`src/design/fepp_pkg.sv`:
```
// Shared types and constants for the flash erase/program planner.
`default_nettype none

package fepp_pkg;

   // Default geometry; the top level hands these down as parameters.
   localparam int unsigned WORD_BITS_DEF    = 32;
   localparam int unsigned SECTOR_BYTES_DEF = 4096;
   localparam int unsigned PAGE_BYTES_DEF   = 256;
   localparam int unsigned QUEUE_DEPTH_DEF  = 4;

   // Fixed field widths of the streams.
   localparam int unsigned FIELD_BITS = 32;
   localparam int unsigned ADDR_BITS  = 32;

   // Most commands one input transfer can cause before the done marker is held over.
   localparam int unsigned MAX_RESULTS = 10;

   typedef enum logic [1:0] {
      KIND_ERASE   = 2'd0,
      KIND_PROGRAM = 2'd1,
      KIND_DONE    = 2'd2
   } cmd_kind_type;

   // Fixed part of one sector record passed from front to back.
   typedef struct packed {
      logic                 first;        // first word of a region
      logic                 decide;       // sector closed by this word
      logic                 last;         // region ends with this word
      logic                 erase;        // sector needs an erase
      logic [ADDR_BITS-1:0] sector_start; // byte address of the sector
   } sector_rec_type;

   localparam int unsigned REC_BITS = $bits(sector_rec_type);

endpackage

`default_nettype wire

```
`src/design/fepp_front.sv`:
```
// Front end: accepts word pairs, gathers per-sector flags and issues sector records.
`default_nettype none

module fepp_front
   import fepp_pkg::*;
#(
   parameter int unsigned WORD_BITS    = WORD_BITS_DEF,
   parameter int unsigned SECTOR_BYTES = SECTOR_BYTES_DEF,
   parameter int unsigned PAGE_BYTES   = PAGE_BYTES_DEF,
   localparam int unsigned PAGES       = SECTOR_BYTES / PAGE_BYTES,
   localparam int unsigned PIDX_W      = (PAGES > 1) ? $clog2(PAGES) : 1
) (
   input  logic                  clock,
   input  logic                  reset,
   input  logic                  csr_wr_en,
   input  logic [ADDR_BITS-1:0]  csr_wr_data,
   input  logic                  in_valid,
   output logic                  in_ready,
   input  logic [FIELD_BITS-1:0] old_word,
   input  logic [FIELD_BITS-1:0] new_word,
   input  logic                  end_of_region,
   output logic                  rec_push,
   input  logic                  rec_full,
   output sector_rec_type        rec,
   output logic [PAGES-1:0]      rec_pages,
   output logic [PIDX_W-1:0]     rec_last_page
);

   localparam int unsigned WORD_BYTES = WORD_BITS / 8;
   localparam int unsigned WPS        = SECTOR_BYTES / WORD_BYTES;
   localparam int unsigned WIS_W      = $clog2(WPS);
   localparam int unsigned WPP_SHIFT  = $clog2(PAGE_BYTES / WORD_BYTES);
   localparam int unsigned USED_BITS  = (WORD_BITS < FIELD_BITS) ? WORD_BITS : FIELD_BITS;
   localparam logic [FIELD_BITS-1:0] USED_MASK =
      FIELD_BITS'((64'd1 << USED_BITS) - 64'd1);
   localparam logic BLANK_OK = (WORD_BITS <= FIELD_BITS);

   logic [ADDR_BITS-1:0]  base_ff, base_in;
   logic [WIS_W-1:0]      wis_ff, wis_in;
   logic [ADDR_BITS-1:0]  region_off_ff, region_off_in;
   logic [ADDR_BITS-1:0]  sector_off_ff, sector_off_in;
   logic                  needs_ff, needs_in;
   logic [PAGES-1:0]      diff_ff, diff_in;
   logic [PAGES-1:0]      nb_ff, nb_in;
   logic                  after_end_ff, after_end_in;

   logic [FIELD_BITS-1:0] o_w, n_w;
   logic                  cur_erase, cur_diff, cur_not_blank;
   logic [PIDX_W-1:0]     page_idx;
   logic                  last_word, decide, accept;
   logic                  needs_next;
   logic [PAGES-1:0]      diff_next, nb_next;
   logic [ADDR_BITS-1:0]  next_off;

   assign in_ready = !rec_full;
   assign accept   = in_valid && in_ready;

   assign o_w           = old_word & USED_MASK;
   assign n_w           = new_word & USED_MASK;
   assign cur_erase     = |(n_w & ~o_w);
   assign cur_diff      = (o_w != n_w);
   assign cur_not_blank = !(BLANK_OK && (n_w == USED_MASK));

   assign page_idx   = PIDX_W'(wis_ff >> WPP_SHIFT);
   assign last_word  = (wis_ff == WIS_W'(WPS - 1));
   assign decide     = end_of_region || last_word;
   assign needs_next = needs_ff || cur_erase;
   assign diff_next  = diff_ff | (PAGES'(cur_diff) << page_idx);
   assign nb_next    = nb_ff | (PAGES'(cur_not_blank) << page_idx);
   assign next_off   = region_off_ff + ADDR_BITS'(WORD_BYTES);

   // Record for the back end; pages past the last one are never looked at.
   assign rec_push          = accept && (decide || after_end_ff);
   assign rec.first         = after_end_ff;
   assign rec.decide        = decide;
   assign rec.last          = end_of_region;
   assign rec.erase         = needs_next;
   assign rec.sector_start  = base_ff + sector_off_ff;
   assign rec_pages         = needs_next ? nb_next : diff_next;
   assign rec_last_page     = end_of_region ? page_idx : PIDX_W'(PAGES - 1);

   always_comb begin
      base_in       = csr_wr_en ? csr_wr_data : base_ff;
      wis_in        = wis_ff;
      region_off_in = region_off_ff;
      sector_off_in = sector_off_ff;
      needs_in      = needs_ff;
      diff_in       = diff_ff;
      nb_in         = nb_ff;
      after_end_in  = after_end_ff;
      if (accept) begin
         after_end_in = end_of_region;
         if (decide) begin
            wis_in        = '0;
            needs_in      = 1'b0;
            diff_in       = '0;
            nb_in         = '0;
            region_off_in = end_of_region ? '0 : next_off;
            sector_off_in = end_of_region ? '0 : next_off;
         end else begin
            wis_in        = wis_ff + 1'b1;
            needs_in      = needs_next;
            diff_in       = diff_next;
            nb_in         = nb_next;
            region_off_in = next_off;
         end
      end
   end

   always_ff @(posedge clock) begin
      if (reset) begin
         base_ff       <= '0;
         wis_ff        <= '0;
         region_off_ff <= '0;
         sector_off_ff <= '0;
         needs_ff      <= 1'b0;
         diff_ff       <= '0;
         nb_ff         <= '0;
         after_end_ff  <= 1'b0;
      end else begin
         base_ff       <= base_in;
         wis_ff        <= wis_in;
         region_off_ff <= region_off_in;
         sector_off_ff <= sector_off_in;
         needs_ff      <= needs_in;
         diff_ff       <= diff_in;
         nb_ff         <= nb_in;
         after_end_ff  <= after_end_in;
      end
   end

endmodule

`default_nettype wire

```
`src/design/fepp_queue.sv`:
```
// Short first-in first-out queue of sector records between front and back.
`default_nettype none

module fepp_queue
   import fepp_pkg::*;
#(
   parameter int unsigned DATA_W = REC_BITS,
   parameter int unsigned DEPTH  = QUEUE_DEPTH_DEF
) (
   input  logic              clock,
   input  logic              reset,
   input  logic              push,
   input  logic [DATA_W-1:0] wr_data,
   output logic              full,
   input  logic              pop,
   output logic              rd_valid,
   output logic [DATA_W-1:0] rd_data
);

   localparam int unsigned PTR_W = (DEPTH > 1) ? $clog2(DEPTH) : 1;
   localparam int unsigned CNT_W = $clog2(DEPTH + 1);

   logic [DATA_W-1:0] mem_ff [DEPTH];
   logic [PTR_W-1:0]  wr_ptr_ff, wr_ptr_in;
   logic [PTR_W-1:0]  rd_ptr_ff, rd_ptr_in;
   logic [CNT_W-1:0]  count_ff, count_in;
   logic              do_push, do_pop;

   assign full     = (count_ff == CNT_W'(DEPTH));
   assign rd_valid = (count_ff != '0);
   assign rd_data  = mem_ff[rd_ptr_ff];
   assign do_push  = push && !full;
   assign do_pop   = pop && rd_valid;

   always_comb begin
      wr_ptr_in = wr_ptr_ff;
      rd_ptr_in = rd_ptr_ff;
      count_in  = count_ff;
      if (do_push) begin
         wr_ptr_in = (wr_ptr_ff == PTR_W'(DEPTH - 1)) ? '0 : wr_ptr_ff + 1'b1;
      end
      if (do_pop) begin
         rd_ptr_in = (rd_ptr_ff == PTR_W'(DEPTH - 1)) ? '0 : rd_ptr_ff + 1'b1;
      end
      if (do_push && !do_pop) begin
         count_in = count_ff + 1'b1;
      end else if (do_pop && !do_push) begin
         count_in = count_ff - 1'b1;
      end
   end

   always_ff @(posedge clock) begin
      if (reset) begin
         wr_ptr_ff <= '0;
         rd_ptr_ff <= '0;
         count_ff  <= '0;
      end else begin
         wr_ptr_ff <= wr_ptr_in;
         rd_ptr_ff <= rd_ptr_in;
         count_ff  <= count_in;
      end
      if (do_push) begin
         mem_ff[wr_ptr_ff] <= wr_data;
      end
   end

endmodule

`default_nettype wire

```
`src/design/fepp_back.sv`:
```
// Back end: walks sector records, merges runs and drives the command output register.
`default_nettype none

module fepp_back
   import fepp_pkg::*;
#(
   parameter int unsigned SECTOR_BYTES = SECTOR_BYTES_DEF,
   parameter int unsigned PAGE_BYTES   = PAGE_BYTES_DEF,
   localparam int unsigned PAGES       = SECTOR_BYTES / PAGE_BYTES,
   localparam int unsigned PIDX_W      = (PAGES > 1) ? $clog2(PAGES) : 1
) (
   input  logic                 clock,
   input  logic                 reset,
   input  logic                 rec_valid,
   output logic                 rec_pop,
   input  sector_rec_type       rec,
   input  logic [PAGES-1:0]     rec_pages,
   input  logic [PIDX_W-1:0]    rec_last_page,
   output logic                 out_valid,
   input  logic                 out_ready,
   output logic [1:0]           out_kind,
   output logic [ADDR_BITS-1:0] out_start,
   output logic [ADDR_BITS-1:0] out_bytes
);

   localparam int unsigned CNT_W = $clog2(MAX_RESULTS + 1);

   typedef enum logic [2:0] {
      ST_IDLE,
      ST_DONE_PRE,
      ST_ERASE,
      ST_PAGES,
      ST_END_ERASE,
      ST_END_PROG,
      ST_END_DONE
   } state_type;

   state_type            state_ff, state_in;
   sector_rec_type       cur_ff, cur_in;
   logic [PAGES-1:0]     pages_ff, pages_in;
   logic [PIDX_W-1:0]    last_page_ff, last_page_in;
   logic [PIDX_W-1:0]    page_ff, page_in;
   logic [CNT_W-1:0]     count_ff, count_in;
   logic                 hold_ff, hold_in;
   logic                 erase_open_ff, erase_open_in;
   logic [ADDR_BITS-1:0] erase_start_ff, erase_start_in;
   logic [ADDR_BITS-1:0] erase_len_ff, erase_len_in;
   logic                 prog_open_ff, prog_open_in;
   logic [ADDR_BITS-1:0] prog_start_ff, prog_start_in;
   logic [ADDR_BITS-1:0] prog_len_ff, prog_len_in;
   logic                 out_valid_ff, out_valid_in;
   cmd_kind_type         out_kind_ff, out_kind_in;
   logic [ADDR_BITS-1:0] out_start_ff, out_start_in;
   logic [ADDR_BITS-1:0] out_bytes_ff, out_bytes_in;

   logic                 out_free, emit_go, advance;
   cmd_kind_type         emit_kind;
   logic [ADDR_BITS-1:0] emit_start, emit_bytes;
   logic [ADDR_BITS:0]   erase_sum, prog_sum;
   logic [ADDR_BITS-1:0] erase_grown, prog_grown, page_start;

   assign out_free    = !out_valid_ff || out_ready;
   assign erase_sum   = {1'b0, erase_len_ff} + (ADDR_BITS + 1)'(SECTOR_BYTES);
   assign prog_sum    = {1'b0, prog_len_ff} + (ADDR_BITS + 1)'(PAGE_BYTES);
   assign erase_grown = erase_sum[ADDR_BITS] ? '1 : erase_sum[ADDR_BITS-1:0];
   assign prog_grown  = prog_sum[ADDR_BITS] ? '1 : prog_sum[ADDR_BITS-1:0];
   assign page_start  = cur_ff.sector_start
                      + ADDR_BITS'(ADDR_BITS'(page_ff) * PAGE_BYTES);

   always_comb begin
      state_in       = state_ff;
      cur_in         = cur_ff;
      pages_in       = pages_ff;
      last_page_in   = last_page_ff;
      page_in        = page_ff;
      count_in       = count_ff;
      hold_in        = hold_ff;
      erase_open_in  = erase_open_ff;
      erase_start_in = erase_start_ff;
      erase_len_in   = erase_len_ff;
      prog_open_in   = prog_open_ff;
      prog_start_in  = prog_start_ff;
      prog_len_in    = prog_len_ff;
      rec_pop        = 1'b0;
      emit_go        = 1'b0;
      emit_kind      = KIND_DONE;
      emit_start     = '0;
      emit_bytes     = '0;
      advance        = 1'b0;

      case (state_ff)
         ST_IDLE: begin
            if (rec_valid) begin
               rec_pop      = 1'b1;
               cur_in       = rec;
               pages_in     = rec_pages;
               last_page_in = rec_last_page;
               page_in      = '0;
               count_in     = '0;
               if (rec.first && hold_ff) begin
                  state_in = ST_DONE_PRE;
               end else if (rec.decide) begin
                  state_in = ST_ERASE;
               end
            end
         end
         ST_DONE_PRE: begin
            // Release a done marker held over from the previous region.
            if (out_free) begin
               emit_go  = 1'b1;
               hold_in  = 1'b0;
               count_in = count_ff + 1'b1;
               state_in = cur_ff.decide ? ST_ERASE : ST_IDLE;
            end
         end
         ST_ERASE: begin
            if (cur_ff.erase) begin
               if (erase_open_ff) begin
                  erase_len_in = erase_grown;
               end else begin
                  erase_open_in  = 1'b1;
                  erase_start_in = cur_ff.sector_start;
                  erase_len_in   = ADDR_BITS'(SECTOR_BYTES);
               end
               state_in = ST_PAGES;
            end else if (erase_open_ff) begin
               if (out_free) begin
                  emit_go       = 1'b1;
                  emit_kind     = KIND_ERASE;
                  emit_start    = erase_start_ff;
                  emit_bytes    = erase_len_ff;
                  count_in      = count_ff + 1'b1;
                  erase_open_in = 1'b0;
                  state_in      = ST_PAGES;
               end
            end else begin
               state_in = ST_PAGES;
            end
         end
         ST_PAGES: begin
            if (pages_ff[page_ff]) begin
               if (prog_open_ff) begin
                  prog_len_in = prog_grown;
               end else begin
                  prog_open_in  = 1'b1;
                  prog_start_in = page_start;
                  prog_len_in   = ADDR_BITS'(PAGE_BYTES);
               end
               advance = 1'b1;
            end else if (prog_open_ff) begin
               if (out_free) begin
                  emit_go      = 1'b1;
                  emit_kind    = KIND_PROGRAM;
                  emit_start   = prog_start_ff;
                  emit_bytes   = prog_len_ff;
                  count_in     = count_ff + 1'b1;
                  prog_open_in = 1'b0;
                  advance      = 1'b1;
               end
            end else begin
               advance = 1'b1;
            end
            if (advance) begin
               if (page_ff == last_page_ff) begin
                  state_in = cur_ff.last ? ST_END_ERASE : ST_IDLE;
               end else begin
                  page_in = page_ff + 1'b1;
               end
            end
         end
         ST_END_ERASE: begin
            if (!erase_open_ff) begin
               state_in = ST_END_PROG;
            end else if (out_free) begin
               emit_go       = 1'b1;
               emit_kind     = KIND_ERASE;
               emit_start    = erase_start_ff;
               emit_bytes    = erase_len_ff;
               count_in      = count_ff + 1'b1;
               erase_open_in = 1'b0;
               state_in      = ST_END_PROG;
            end
         end
         ST_END_PROG: begin
            if (!prog_open_ff) begin
               state_in = ST_END_DONE;
            end else if (out_free) begin
               emit_go      = 1'b1;
               emit_kind    = KIND_PROGRAM;
               emit_start   = prog_start_ff;
               emit_bytes   = prog_len_ff;
               count_in     = count_ff + 1'b1;
               prog_open_in = 1'b0;
               state_in     = ST_END_DONE;
            end
         end
         ST_END_DONE: begin
            // A full command budget defers the marker to the next transfer.
            if (count_ff == CNT_W'(MAX_RESULTS)) begin
               hold_in  = 1'b1;
               state_in = ST_IDLE;
            end else if (out_free) begin
               emit_go  = 1'b1;
               count_in = count_ff + 1'b1;
               state_in = ST_IDLE;
            end
         end
         default: begin
            state_in = ST_IDLE;
         end
      endcase

      out_valid_in = emit_go ? 1'b1 : (out_ready ? 1'b0 : out_valid_ff);
      out_kind_in  = emit_go ? emit_kind : out_kind_ff;
      out_start_in = emit_go ? emit_start : out_start_ff;
      out_bytes_in = emit_go ? emit_bytes : out_bytes_ff;
   end

   always_ff @(posedge clock) begin
      if (reset) begin
         state_ff      <= ST_IDLE;
         count_ff      <= '0;
         hold_ff       <= 1'b0;
         erase_open_ff <= 1'b0;
         prog_open_ff  <= 1'b0;
         out_valid_ff  <= 1'b0;
         page_ff       <= '0;
      end else begin
         state_ff      <= state_in;
         count_ff      <= count_in;
         hold_ff       <= hold_in;
         erase_open_ff <= erase_open_in;
         prog_open_ff  <= prog_open_in;
         out_valid_ff  <= out_valid_in;
         page_ff       <= page_in;
      end
      cur_ff         <= cur_in;
      pages_ff       <= pages_in;
      last_page_ff   <= last_page_in;
      erase_start_ff <= erase_start_in;
      erase_len_ff   <= erase_len_in;
      prog_start_ff  <= prog_start_in;
      prog_len_ff    <= prog_len_in;
      out_kind_ff    <= out_kind_in;
      out_start_ff   <= out_start_in;
      out_bytes_ff   <= out_bytes_in;
   end

   assign out_valid = out_valid_ff;
   assign out_kind  = out_kind_ff;
   assign out_start = out_start_ff;
   assign out_bytes = out_bytes_ff;

   a_count_bound: assert property (@(posedge clock) disable iff (reset)
      count_ff <= CNT_W'(MAX_RESULTS))
      else $error("command count past budget");

   a_page_bound: assert property (@(posedge clock) disable iff (reset)
      (state_ff == ST_PAGES) |-> (page_ff <= last_page_ff))
      else $error("page walk past last page");

   a_hold_source: assert property (@(posedge clock) disable iff (reset)
      $rose(hold_ff) |-> $past(state_ff == ST_END_DONE))
      else $error("done marker held outside region end");

   a_done_clean: assert property (@(posedge clock) disable iff (reset)
      (emit_go && (emit_kind == KIND_DONE)) |-> (!erase_open_ff && !prog_open_ff))
      else $error("done marker with a run still open");

endmodule

`default_nettype wire

```
`src/design/flash_erase_program_planner_top.sv`:
```
// Top level of the flash erase/program planner: front end, record queue, back end.
//
//  Channel | Direction | Handshake           | Payload
//  --------+-----------+---------------------+------------------------------------------
//  req     | in        | req_tvalid/tready   | tdata: old_word, new_word; tlast: end_of_region
//  rsp     | out       | rsp_tvalid/tready   | tdata: start_address, run_bytes; tuser: kind
//  csr     | in        | csr_wr_en           | csr_wr_data: base_address
//
// Cycles: one word pair per cycle while the record queue has room. A sector
//   record is loaded by the back end, which releases a done marker held over from the last
//   region, makes the erase decision and decides each page (SECTOR_BYTES / PAGE_BYTES
//   for a full sector); at region end it flushes the erase run, the program run and the done
//   marker. Each command also waits for the output register to be free. The back end sets
//   the pace only for very short regions.
// Reset: synchronous; clears base_address, all sector flags and both runs. No
//   clearing pass is needed.
// Stalls: req_tready drops only when the queue is full; a stalled rsp holds the
//   back end while the front keeps taking words.
`default_nettype none

module flash_erase_program_planner_top
   import fepp_pkg::*;
#(
   parameter int unsigned WORD_BITS    = WORD_BITS_DEF,
   parameter int unsigned SECTOR_BYTES = SECTOR_BYTES_DEF,
   parameter int unsigned PAGE_BYTES   = PAGE_BYTES_DEF,
   parameter int unsigned QUEUE_DEPTH  = QUEUE_DEPTH_DEF
) (
   input  logic                    clock,
   input  logic                    reset,
   input  logic                    csr_wr_en,
   input  logic [ADDR_BITS-1:0]    csr_wr_data,    // base_address
   input  logic                    req_tvalid,
   output logic                    req_tready,
   input  logic [2*FIELD_BITS-1:0] req_tdata,      // [31:0] old_word, [63:32] new_word
   input  logic                    req_tlast,      // end_of_region
   output logic                    rsp_tvalid,
   input  logic                    rsp_tready,
   output logic [2*ADDR_BITS-1:0]  rsp_tdata,      // [31:0] start_address, [63:32] run_bytes
   output logic [1:0]              rsp_tuser       // command_kind
);

   localparam int unsigned PAGES  = SECTOR_BYTES / PAGE_BYTES;
   localparam int unsigned PIDX_W = (PAGES > 1) ? $clog2(PAGES) : 1;
   localparam int unsigned Q_W    = REC_BITS + PAGES + PIDX_W;

   // Front-end side of the queue
   sector_rec_type        f_rec;
   logic [PAGES-1:0]      f_pages;
   logic [PIDX_W-1:0]     f_last_page;
   logic                  q_push, q_full;

   // Back-end side of the queue
   sector_rec_type        b_rec;
   logic [PAGES-1:0]      b_pages;
   logic [PIDX_W-1:0]     b_last_page;
   logic                  q_pop, q_valid;
   logic [Q_W-1:0]        q_rd_data;

   logic [ADDR_BITS-1:0]  cmd_start, cmd_bytes;

   fepp_front #(
      .WORD_BITS    (WORD_BITS),
      .SECTOR_BYTES (SECTOR_BYTES),
      .PAGE_BYTES   (PAGE_BYTES)
   ) u_front (
      .clock         (clock),
      .reset         (reset),
      .csr_wr_en     (csr_wr_en),
      .csr_wr_data   (csr_wr_data),
      .in_valid      (req_tvalid),
      .in_ready      (req_tready),
      .old_word      (req_tdata[FIELD_BITS-1:0]),
      .new_word      (req_tdata[2*FIELD_BITS-1:FIELD_BITS]),
      .end_of_region (req_tlast),
      .rec_push      (q_push),
      .rec_full      (q_full),
      .rec           (f_rec),
      .rec_pages     (f_pages),
      .rec_last_page (f_last_page)
   );

   // Pack the record with its page flags so one queue carries the whole sector.
   fepp_queue #(
      .DATA_W (Q_W),
      .DEPTH  (QUEUE_DEPTH)
   ) u_queue (
      .clock    (clock),
      .reset    (reset),
      .push     (q_push),
      .wr_data  ({f_last_page, f_pages, f_rec}),
      .full     (q_full),
      .pop      (q_pop),
      .rd_valid (q_valid),
      .rd_data  (q_rd_data)
   );

   assign b_rec       = sector_rec_type'(q_rd_data[REC_BITS-1:0]);
   assign b_pages     = q_rd_data[REC_BITS +: PAGES];
   assign b_last_page = q_rd_data[REC_BITS + PAGES +: PIDX_W];

   fepp_back #(
      .SECTOR_BYTES (SECTOR_BYTES),
      .PAGE_BYTES   (PAGE_BYTES)
   ) u_back (
      .clock         (clock),
      .reset         (reset),
      .rec_valid     (q_valid),
      .rec_pop       (q_pop),
      .rec           (b_rec),
      .rec_pages     (b_pages),
      .rec_last_page (b_last_page),
      .out_valid     (rsp_tvalid),
      .out_ready     (rsp_tready),
      .out_kind      (rsp_tuser),
      .out_start     (cmd_start),
      .out_bytes     (cmd_bytes)
   );

   // Drop start and length side by side into the result transfer.
   assign rsp_tdata = {cmd_bytes, cmd_start};

endmodule

`default_nettype wire
```
`config.mk`:
```
export PLATFORM = sky130hd
export DESIGN_NAME = flash_erase_program_planner_top
export DESIGN_NICKNAME = d
export VERILOG_FILES = /design/src/design/fepp_pkg.sv /design/src/design/fepp_front.sv /design/src/design/fepp_queue.sv /design/src/design/fepp_back.sv /design/src/design/flash_erase_program_planner_top.sv
export SDC_FILE = /design/constraint.sdc
export NUM_CORES = 1
export LEC_CHECK = 0
export BUFFER_PORTS_ARGS = -buffer_cell sky130_fd_sc_hd__buf_2
export CAP_MARGIN = 20
export CORE_MARGIN = 10
export CORE_UTILIZATION = 55
export DETAILED_ROUTE_END_ITERATION = 6
export PLACE_DENSITY = 0.81
export SYNTH_ARGS = -nofsm -noshare
export SYNTH_HDL_FRONTEND = slang
export SYNTH_SLANG_ARGS = --single-unit
```
`constraint.sdc`:
```
create_clock -name clock -period 7.91 [get_ports clock]
set_clock_uncertainty 0.05 [all_clocks]
set_input_delay 1.582 -clock clock [delete_from_list [all_inputs] [get_ports clock]]
set_output_delay 1.582 -clock clock [all_outputs]
set_load 0.1 [all_outputs]
```
Yosys cells after proc, flatten, opt, wreduce, memory -nomap -nowiden
Memory sizes are Yosys's and may differ from the RTL's. A register that Yosys moved wholly into a read port is not among the register bits. Cells that the tools add are included.

Register bits: 411. RAM bits: 224. Input bits: 102. Output and inout bits: 68. Logic and storage cells: 215. Memories: 1.

Add/sub/neg operators: 12. $lt $le $gt $ge: 1. Eq/ne operators: 28. Shift operators: 2. Multiplexer cells: 94. Bitwise gates (word level): 6. Reductions and logical operators: 38.

Memory list: u_queue.mem_ff (depth 4, bits a word 56, read ports 1, clocked after Yosys merged registers in 1, wr ports 1, line fepp_queue.sv:23) `logic [DATA_W-1:0] mem_ff [DEPTH];`.

Operators by type and width (count): two-way mux 32 bit (16); one-hot mux 32 bit (4 select lines) (2); two-way mux 3 bit (18); two-way mux 16 bit (3); two-way mux 4 bit (10); adder 32 x 13 -> 33 bit, second input constant (1); adder 32 x 9 -> 33 bit, second input constant (1); adder 32 x 12 -> 32 bit (1); adder 32 x 3 -> 32 bit, second input constant (1); adder 32 bit (1); AND 32 bit (1); equality test 32 bit, second input constant (1); inequality test 32 bit (1); inverter 32 bit (1); OR 16 bit (2); OR reduction 32 bit (1); left shift 1 x 4 -> 16 bit (2); one-hot mux 4 bit (7 select lines) (1); two-way mux 1 bit (24); two-way mux 2 bit (11); one-hot mux 3 bit (7 select lines) (1); equality test 3 bit, second input constant (4); nonzero test 2 bit (6); adder 10 x 1 -> 10 bit, second input constant (1); other kinds (36) (70).

Depth between registers and ports, before layout
Depth in word-level cells: 9. Mapped depth: 12. Gate-level depth less buffers: 11.

Hierarchy
From an unflattened synthesis, not the netlist that was laid out.

Cell total of the unflattened synthesis: 2192. Area, all modules: 28268.4 µm².

Modules (own cells, without submodules): fepp_back (times used 1, cells each 753, area each 11058.1 µm², seq. area each 7777.5 µm²); fepp_front (times used 1, cells each 1097, area each 8628.3 µm², seq. area each 2802.7 µm²); fepp_queue (times used 1, cells each 342, area each 8582.0 µm², seq. area each 6906.6 µm²).

Least setup slack after synthesis
No wires, ideal clock.

Kind: in2reg. Start: input rsp_tready. End: register u_back.out_bytes_ff[0], in the netlist u_back.out_bytes[0], enable pin. Setup time: 0.426 ns. Arrival: 3.844 ns. Required time: 7.434 ns. Setup slack: 3.590 ns. Stages on the path: 6. Path buffers: 2. Cells stage by stage: nand2b_1 clkbuf_1 and4_1 buf_2 inv_2 nand2_1.

Longest elaborated chain between the ends: 5. Elaborated cells between the ends (all ways): 8. Those cells by class: mux (7); reduce/logical (1).

Ends and longest elaborated chain: from (decl) (line flash_erase_program_planner_top.sv:38) `input logic rsp_tready,`; logical OR 1 bit (*) (line fepp_back.sv:62) `assign out_free = !out_valid_ff || out_ready;`; two-way mux 1 bit (*); two-way mux 1 bit (on tied branches) (line fepp_back.sv:185, fepp_back.sv:172); two-way mux 1 bit (on tied branches) (line fepp_back.sv:141, fepp_back.sv:117); one-hot mux 1 bit (6 select lines) (*) (line fepp_back.sv:91) `case (state_ff)`; named net u_back.emit_go (line fepp_back.sv:56) `logic out_free, emit_go, advance;`; to (signal assigned) (line fepp_back.sv:246) `out_bytes_ff <= out_bytes_in;`; to (decl) (line fepp_back.sv:54) `logic [ADDR_BITS-1:0] out_bytes_ff, out_bytes_in;`.

Mark *: on every way through the listed nets, which the timed path passes. The rest lies on a longest branch. A chain may end at the register's enable or synchronous reset.

Final worst setup path
Start: register u_back.page_ff[0]. End: register u_back.out_start_ff[26], in the netlist u_back.out_start[26], enable pin.

Longest elaborated chain between the ends: 4.

Ends and longest elaborated chain: from (decl) (line fepp_back.sv:42) `logic [PIDX_W-1:0] page_ff, page_in;`; from (signal assigned) (line fepp_back.sv:235) `page_ff <= page_in;`; binary-select mux 1 bit (select 4 bit) (line fepp_back.sv:141) `if (pages_ff[page_ff]) begin`; two-way mux 1 bit (implied by the code) (line fepp_back.sv:141); two-way mux 1 bit (line fepp_back.sv:141); one-hot mux 1 bit (6 select lines) (line fepp_back.sv:91); named net u_back.emit_go (line fepp_back.sv:56); to (signal assigned) (line fepp_back.sv:245) `out_start_ff <= out_start_in;`; to (decl) (line fepp_back.sv:53) `logic [ADDR_BITS-1:0] out_start_ff, out_start_in;`.

The timed path passes the listed nets, and every way through them passes these cells. The select of a mux whose other input is x is not followed.

==> flow_summary.toml <==
[global_route]
grt_max_degree = 92
track_usage_pct = 19.5
antenna_found_initial = 0
grt_pass1_wl_microns = 95300
grt_pass1_vias = 17900
grt-ovfl-total = 0

[floorplanning]
core_sq_mm = 0.0502
start_util_pct = 55.5
die_y_microns = 245
std_cell_rows = 82
die_area_sq_mm = 0.0601
pin_count = 170
die_x_microns = 245

[cts]
hold_buffers = 0
cts_sinks = 637
cts_tree = "built"
clk_path_buf_depth = 3
cts_max_level = 2
cts_root_buf = "clkbuf_16"
insertion_delay_ns = 0.64
cts_resized = 0
path_clk_slew_ns = 0.06
cts_buffers = 61
cts_setup_buffers = 0

[power]
leakage_uw = 0.0112
power.density_mw_per_mm2 = 299
ir_worst_vdd_mv = 0.176

[synthesis]
synth_compound_area_share_pct = 8.74
ys.flop_type = "edfxtp_1"
synthAdderAreaFrac_pct = 3.81
synthesis.instances = 2196
yosys.area_share.simple_pct = 11.4
synth-edff-count = 473
synth_area_sq_mm = 0.0279
syn_avg_cell_area_sq_um = 12.7
ys_warn_count = 0
yosysSeqAreaShare_pct = 62.8
ys_ff_latch = 637
synth_cell_types = 72
synth.area.mux_share_pct = 6.73
asyncSetResetFlopFracSynth_pct = 0
synth_nets = 2381
synth_xor_area_share_pct = 4.02
synth_top_family_by_area = "simple AND/OR/NAND/NOR gates"

[timing]
drv_slew = 0
min_period_ns = 4.02
worst_pin_slew_ns = 1.09
max_freq_mhz = 249
fin_crit_sh_pct = 50.8
max_slew_margin_pct = 27.5
grt_setup_unrepaired = "false"
setup_viol = 0
fin_tns_setup_ns = 0
finalHoldViolations = 0
setup_ws_ns = 3.89

[critical_path]
crit_chain = "mux4_2 > mux4_2 > o21ai_1 > and4_2 > buf_4 > inv_2 > nand2_2 > buf_4"
timing.rr.start = "u_back.page_ff[0]"
cp_max_fo = 66
critPathCaptureType = "flip-flop"
max_stage_delay_ns = 0.64
worstPathRequired_ns = 8.12
critPathLaunch = "u_back.page_ff[0]"
r2r_slack_ns = 3.89
cpMaxStageDelayCell = "dfxtp_1"
start_kind = "flip-flop"
path_class = "flip-flop to flip-flop"
cp.arrival_ns = 4.23

[final_layout]
fin_area_sq_mm = 0.0315
fillCellCount = 3604
layoutNonFillerInstCount = 3056
multi_input_area_sq_mm = 0.00970
drive_above_1_share_pct = 15.5
final_core_util_pct = 62.7
n_antenna_cell = 0
nets = 2519
seq_area_sq_mm = 0.0175
syn_to_final_growth_pct = 13.0

[outcome]
status = "completed"

[placement]
dp_slack_ns = 3.51
dp_cells = 2943
dp_hpwl_microns = 39700
gp_congestion = 0.875
placed_area_sq_mm = 0.0293
portBuffers = 169

[routing]
ant_nets = 0
drtPass1Iterations = 7
post_drt_wl_per_cell_microns = 19.6
dr.first_iter.drc_count = 1491
vias_per_cell = 5.90
vias = 18000
wl_microns = 60000
route.detailed.drc = 0

[worst_hold_path]
min_from = "u_back.cur_ff[8]"
hp-class = "flip-flop to flip-flop"

[run]
maxCapViolations = 0
## sequential cells by signal, indices dropped and copies added (netlist names), 10 cells and up, named ones only
register               flops
u_back.pages_ff           16
u_back.erase_start_ff     32
u_back.out_start          32
u_back.cur_ff             35
u_front.base_ff           32
u_back.prog_len_ff        32
u_queue.mem_ff           224
u_front.nb_ff             16
u_front.sector_off_ff     32
u_back.erase_len_ff       32
u_back.prog_start_ff      32
u_front.region_off_ff     32
u_front.wis_ff            10
u_front.diff_ff           16
u_back.out_bytes          32
## per-layer routing
metal  vias to the layer above  track usage (%)  part of all wire (%)
li1                       8442                -                     -
met1                      8841             25.4                    41
met2                       666             33.5                    50
met3                        95             3.17                   6.5
met4                         0             5.00                   2.0
met5                         -                0                     0
## kinds of logic after synthesis
family	after synthesis
adders and majority gates	83
muxes	111
buffers and inverters	183
DFF	637
and+or+nand+nor	676
AOI/OAI and AO/OA	378
xor gates and xnor gates	128
## synthesized netlist by cell type, types with 15 or more instances
library cell / instances / share of area [%]
nand3_1: 55 / 0.99
a31oi_1: 22 / 0.49
xnor2_1: 79 / 2.5
o21ai_1: 23 / 0.41
a21oi_1: 166 / 3.0
nor3_1: 35 / 0.63
edfxtp_1: 473 / 51
nand4_1: 39 / 0.88
ha_1: 80 / 3.6
nor2_1: 261 / 3.5
dfxtp_1: 164 / 12
xor2_1: 49 / 1.5
nand2b_1: 19 / 0.43
mux2i_1: 50 / 1.8
nand2_1: 147 / 2.0
mux4_2: 61 / 4.9
and3_1: 22 / 0.49
a22o_1: 63 / 2.0
a211oi_1: 20 / 0.54
nand3b_1: 16 / 0.43
inv_1: 61 / 0.82
clkbuf_1: 92 / 1.2
or3_1: 15 / 0.34
nor4_1: 17 / 0.38
## through the flow
step           hold WS, ns  total power [uW]
2_1_floorplan        0.371              5920
3_3_place_gp         0.376              6290
3_5_place_dp         0.394              6390
4_1_cts              0.406              9460
5_1_grt              0.430              9770
6_report             0.405              9410
## area by class of cell
| type | instances | area share [%] |
|---|---|---|
| multi-input combinational | 1376 | 30.8 |
| timing repair buffer | 190 | 3.30 |
| sequential | 637 | 55.6 |
| inverter | 68 | 0.811 |
| tap | 672 | 2.67 |
| clock buffer | 76 | 5.22 |
| clock inverter | 37 | 1.61 |
## critical path, delay by kind of cell (launching register included)
family	cells	cell delay, ns
AOI/OAI and AO/OA	1	0.15
buffers and inverters	3	1.32
DFF	1	0.64
muxes	2	1.11
and+or+nand+nor	2	0.30
## where the power goes
group	internal (uW)	leakage (uW)	switching [uW]	total, uW
registers	4270	0.00566	314	4580
logic	524	0.00450	1240	1760
clock network	1830	0.00105	1230	3070
total	6620	0.0112	2780	9410
## worst paths after layout
path / endpoint / cells after the start
worst max-delay path: u_back.out_start[26] / 8
worst min register to register: u_back.erase_start_ff[8] / 0
worst max register to register: u_back.out_start[26] / 8
worst min-delay path: u_back.erase_start_ff[8] / 0
## cells in the final DEF, fill, tap and decap left out, types with 15 or more instances in the layout
cell         n
edfxtp_1   473
nor2_1     259
buf_2      168
a21oi_1    166
dfxtp_1    162
nand2_1    146
ha_1        80
xnor2_1     79
a22o_1      63
clkbuf_16   62
mux4_2      61
inv_1       61
nand3_1     55
mux2i_1     50
xor2_1      49
nand4_1     39
nor3_1      33
o21ai_1     23
a31oi_1     22
and3_1      21
a211oi_1    20
buf_4       20
nand2b_1    19
nor4_1      17
nand3b_1    16
or3_1       15
No activity file was read; power rests on OpenSTA's default activity.
